**src/design/fwc_ram.sv**
```systemverilog
// ----------------------------------------------------------------------------
// fwc_ram
// Simple dual-port synchronous RAM, one write and one registered read port.
// ----------------------------------------------------------------------------
module fwc_ram #(
  parameter int unsigned DEPTH = 64,
  parameter int unsigned WIDTH = 32
) (
  input  logic                     clk_i,
  input  logic                     we_i,
  input  logic [$clog2(DEPTH)-1:0] waddr_i,
  input  logic [WIDTH-1:0]         wdata_i,
  input  logic                     re_i,
  input  logic [$clog2(DEPTH)-1:0] raddr_i,
  output logic [WIDTH-1:0]         rdata_o
);

  logic [WIDTH-1:0] mem [DEPTH];

  always_ff @(posedge clk_i) begin
    if (we_i) begin
      mem[waddr_i] <= wdata_i;
    end
  end

  always_ff @(posedge clk_i) begin
    if (re_i) begin
      rdata_o <= mem[raddr_i];
    end
  end

endmodule

```
**config.mk**
```make
export PLATFORM = sky130hd
export DESIGN_NAME = fwc_ram
export DESIGN_NICKNAME = d
export VERILOG_FILES = /design/src/design/fwc_ram.sv
export SDC_FILE = /design/constraint.sdc
export NUM_CORES = 2
export LEC_CHECK = 0
export BUFFER_PORTS_ARGS = -buffer_cell sky130_fd_sc_hd__buf_2
export CAP_MARGIN = 20
export CELL_PAD_IN_SITES_DETAIL_PLACEMENT = 0
export CELL_PAD_IN_SITES_GLOBAL_PLACEMENT = 1
export CORE_UTILIZATION = 56
export CTS_CLUSTER_SIZE = 24
export DETAILED_ROUTE_END_ITERATION = 7
export GPL_TIMING_DRIVEN = 1
export PLACE_DENSITY = 0.8
export SYNTH_ARGS = -nofsm -noshare
export SYNTH_HDL_FRONTEND = slang
export SYNTH_SLANG_ARGS = --single-unit
export TNS_END_PERCENT = 100
```
**constraint.sdc**
```tcl
create_clock -name clk_i -period 4.45 [get_ports clk_i]
set_clock_uncertainty 0.1 [all_clocks]
set_input_delay 0.6675 -clock clk_i [delete_from_list [all_inputs] [get_ports clk_i]]
set_output_delay 0.6675 -clock clk_i [all_outputs]
set_load 0.005 [all_outputs]
```
==> results_dict.tcl <==
set metrics [dict create \
    cts_resized 0 \
    portBuffers 78 \
    drive_above_1_share 0.298 \
    dpl.cell_count 5261 \
    synth_nets 3371 \
    crit_arrival_ns 3.64 \
    die_x_um 377 \
    p_leak_nw 27.7 \
    drv_cap 0 \
    setup_viol 0 \
    fmax_ghz 0.313 \
    yosysTopAreaCell "edfxtp_1" \
    slew_headroom 0.233 \
    critPathCaptureType "flip-flop" \
    path_class "primary input to flip-flop" \
    globalplace.congestion 0.813 \
    synthTopCellsByArea "edfxtp_1 79%, mux4_2 16%, mux2i_1 1.2%" \
    synth_top_area_frac 0.792 \
    yosysSeqAreaShare 0.792 \
    status "finished, final reports clean" \
    utilization 0.637 \
    met3_usage 0.0836 \
    die_area_mm2 0.142 \
    vias 37886 \
    hold_viol 0 \
    reg2regPathDepth 4 \
    clkSinkCount 2080 \
    tightest_slew_ns 1.15 \
    area_growth_pct 12.7 \
    path_cells "buf_8 -> buf_12 -> buf_12 -> mux4_2 -> mux4_2 -> o22ai_1 -> nor2_1" \
    hold_buffers 0 \
    required_ns 4.89 \
    synth_flop_cell "edfxtp_1" \
    die_h_um 377 \
    crit_slowest_cell "o22ai_1" \
    final_net_count 3639 \
    max_stage_delay_ns 0.68 \
    drcViolationCount 0 \
    drt-vias-per-instance 6.72 \
    whs_ns 0.0875 \
    core_area_mm2 0.140 \
    holdCritStartpoint "wdata_i[7]" \
    synth_edf_count 2080 \
    synthCells 3324 \
    pre_cts_ws_ns 0.387 \
    crit_path_max_fanout 35 \
    wl_per_cell_um 35.1 \
    finalSetupTns_ns 0 \
    clock_latency_ns 0.84 \
    post-route-min-period_ns 3.20 \
    grt_pass1_wl_um 277000 \
    grt_pass1_vias 38444 \
    yosysUniqueCellTypes 33 \
    synth.most_common_cell "edfxtp_1" \
    synth_area_mm2 0.0788 \
    detail-route-antenna-nets 0 \
    rr_startpoint "mem[15][24]" \
    drtIter0Drc 5514 \
    cts_buffers 193 \
    num_rows 137 \
    clk_pin_slew_ns 0.06 \
    cts_tree "done" \
    hold_path_class "primary input to flip-flop" \
    period_share 0.719 \
    yosys_warnings 0 \
    initial_utilization 0.565 \
    critPathLaunch "raddr_i[0]" \
    gr-usage-met1 0.381 \
    grt_use_met2 0.435 \
    setup_ws_ns 1.25 \
    antenna_found_initial 26 \
    synth_common_cells "2080 x edfxtp_1, 544 x mux4_2, 137 x nor2_1, 93 x mux2i_1, 84 x o22ai_1" \
    post_cts_buffers 0 \
    slew_violations 0 \
    ir_drop_mv 0.414 \
    io_pins 79 \
    async_flop_share 0 \
    powerDensity_mw_per_mm2 442 \
    rsz0062_at_grt "no" \
    grt_overflow 0 \
    drtPass1Iterations 5 \
    dpl.hpwl_um 108000 \
    grt_max_degree 65 \
    root_buffer "clkbuf_16" \
    ys_seq_elements 2080 \
    top_usage_layer "met2" \
    start_kind "primary input" \
    htree_num_levels 4 \
    cts_buffer_depth 3 \
    syn-mean-instance-area_um2 23.7 \
    whs_path_depth 1 \
    routed_wl_um 198000 \
    layoutNonFillerInstCount 5635 \
    grt.total_usage 0.283 \
]
registers in the layout, summed over array words and instances, names as in the netlist:
| signal | count |
|---|---|
| mem | 2048 |
| rdata_o | 32 |
where the power goes:
group	switching, mW	internal, mW
Clock	6.94	8.61
Sequential	0.0832	21.7
Combinational	1.17	0.752
placed cells by master, fill, tap and decap left out, types with 5 or more instances in the layout:
master | synthesis | layout
nand2_1 | 26 | 26
a22oi_1 | 12 | 12
nand3b_1 | 5 | 5
nand2b_1 | 8 | 7
mux4_2 | 544 | 544
mux2i_1 | 93 | 93
diode_2 | 0 | 7
clkbuf_1 | 74 | 56
clkbuf_16 | 0 | 198
clkinv_8 | 0 | 5
edfxtp_1 | 2080 | 2080
o22ai_1 | 84 | 84
clkinv_2 | 0 | 33
o221ai_1 | 27 | 27
clkinv_1 | 0 | 49
bufinv_16 | 0 | 8
buf_2 | 57 | 74
nor2_4 | 0 | 62
a21oi_1 | 62 | 62
a311oi_1 | 8 | 8
nor2b_1 | 15 | 15
nor3_1 | 7 | 5
buf_12 | 0 | 30
nand3_1 | 5 | 5
buf_4 | 25 | 146
nor2_1 | 137 | 75
worst max-delay path: cells and delay by family:
family / cells / cell delay (ns)
buffers and inverters: 3 / 0.98
multiplexers: 2 / 1.10
AND/OR/NAND/NOR: 1 / 0.11
AO/OA/AOI/OAI: 1 / 0.68
per-layer routing:
| layer | up-vias | part of all wire |
|---|---|---|
| met3 | 409 | 0.12 |
| met2 | 2493 | 0.47 |
| met1 | 20116 | 0.36 |
| li1 | 14846 | - |
| met4 | 22 | 0.045 |
| met5 | - | 0.00069 |
final cells by class:
type | count | area, um^2
sequential | 2080 | 62500
fill | 8898 | 50700
multi-input combinational | 1062 | 16000
clock buffer | 254 | 5160
tap | 1876 | 2350
timing repair buffer | 255 | 2170
clock inverter | 101 | 733
antenna | 7 | 17.5
stage by stage:
step                total power, mW  instance area, um^2
finish                         39.3                88900
global route                   40.2                88800
CTS                            39.4                88600
detailed placement             24.1                82700
global placement               24.0                82700
floorplan                      23.2                78800
cells by family after synthesis:
family,synth area share
AO/OA/AOI/OAI,0.0167
multiplexers,0.167
flip-flops,0.792
buffers and inverters,0.0112
AND/OR/NAND/NOR,0.0126
path summary, 6_finish.rpt:
path              slack [ns]     endpoint
setup reg to reg        1.88  rdata_o[24]
setup / recovery        1.25  rdata_o[24]
hold / removal          0.09   mem[25][7]
hold reg to reg         0.76  rdata_o[17]
No activity file was read; power rests on OpenSTA's default activity.
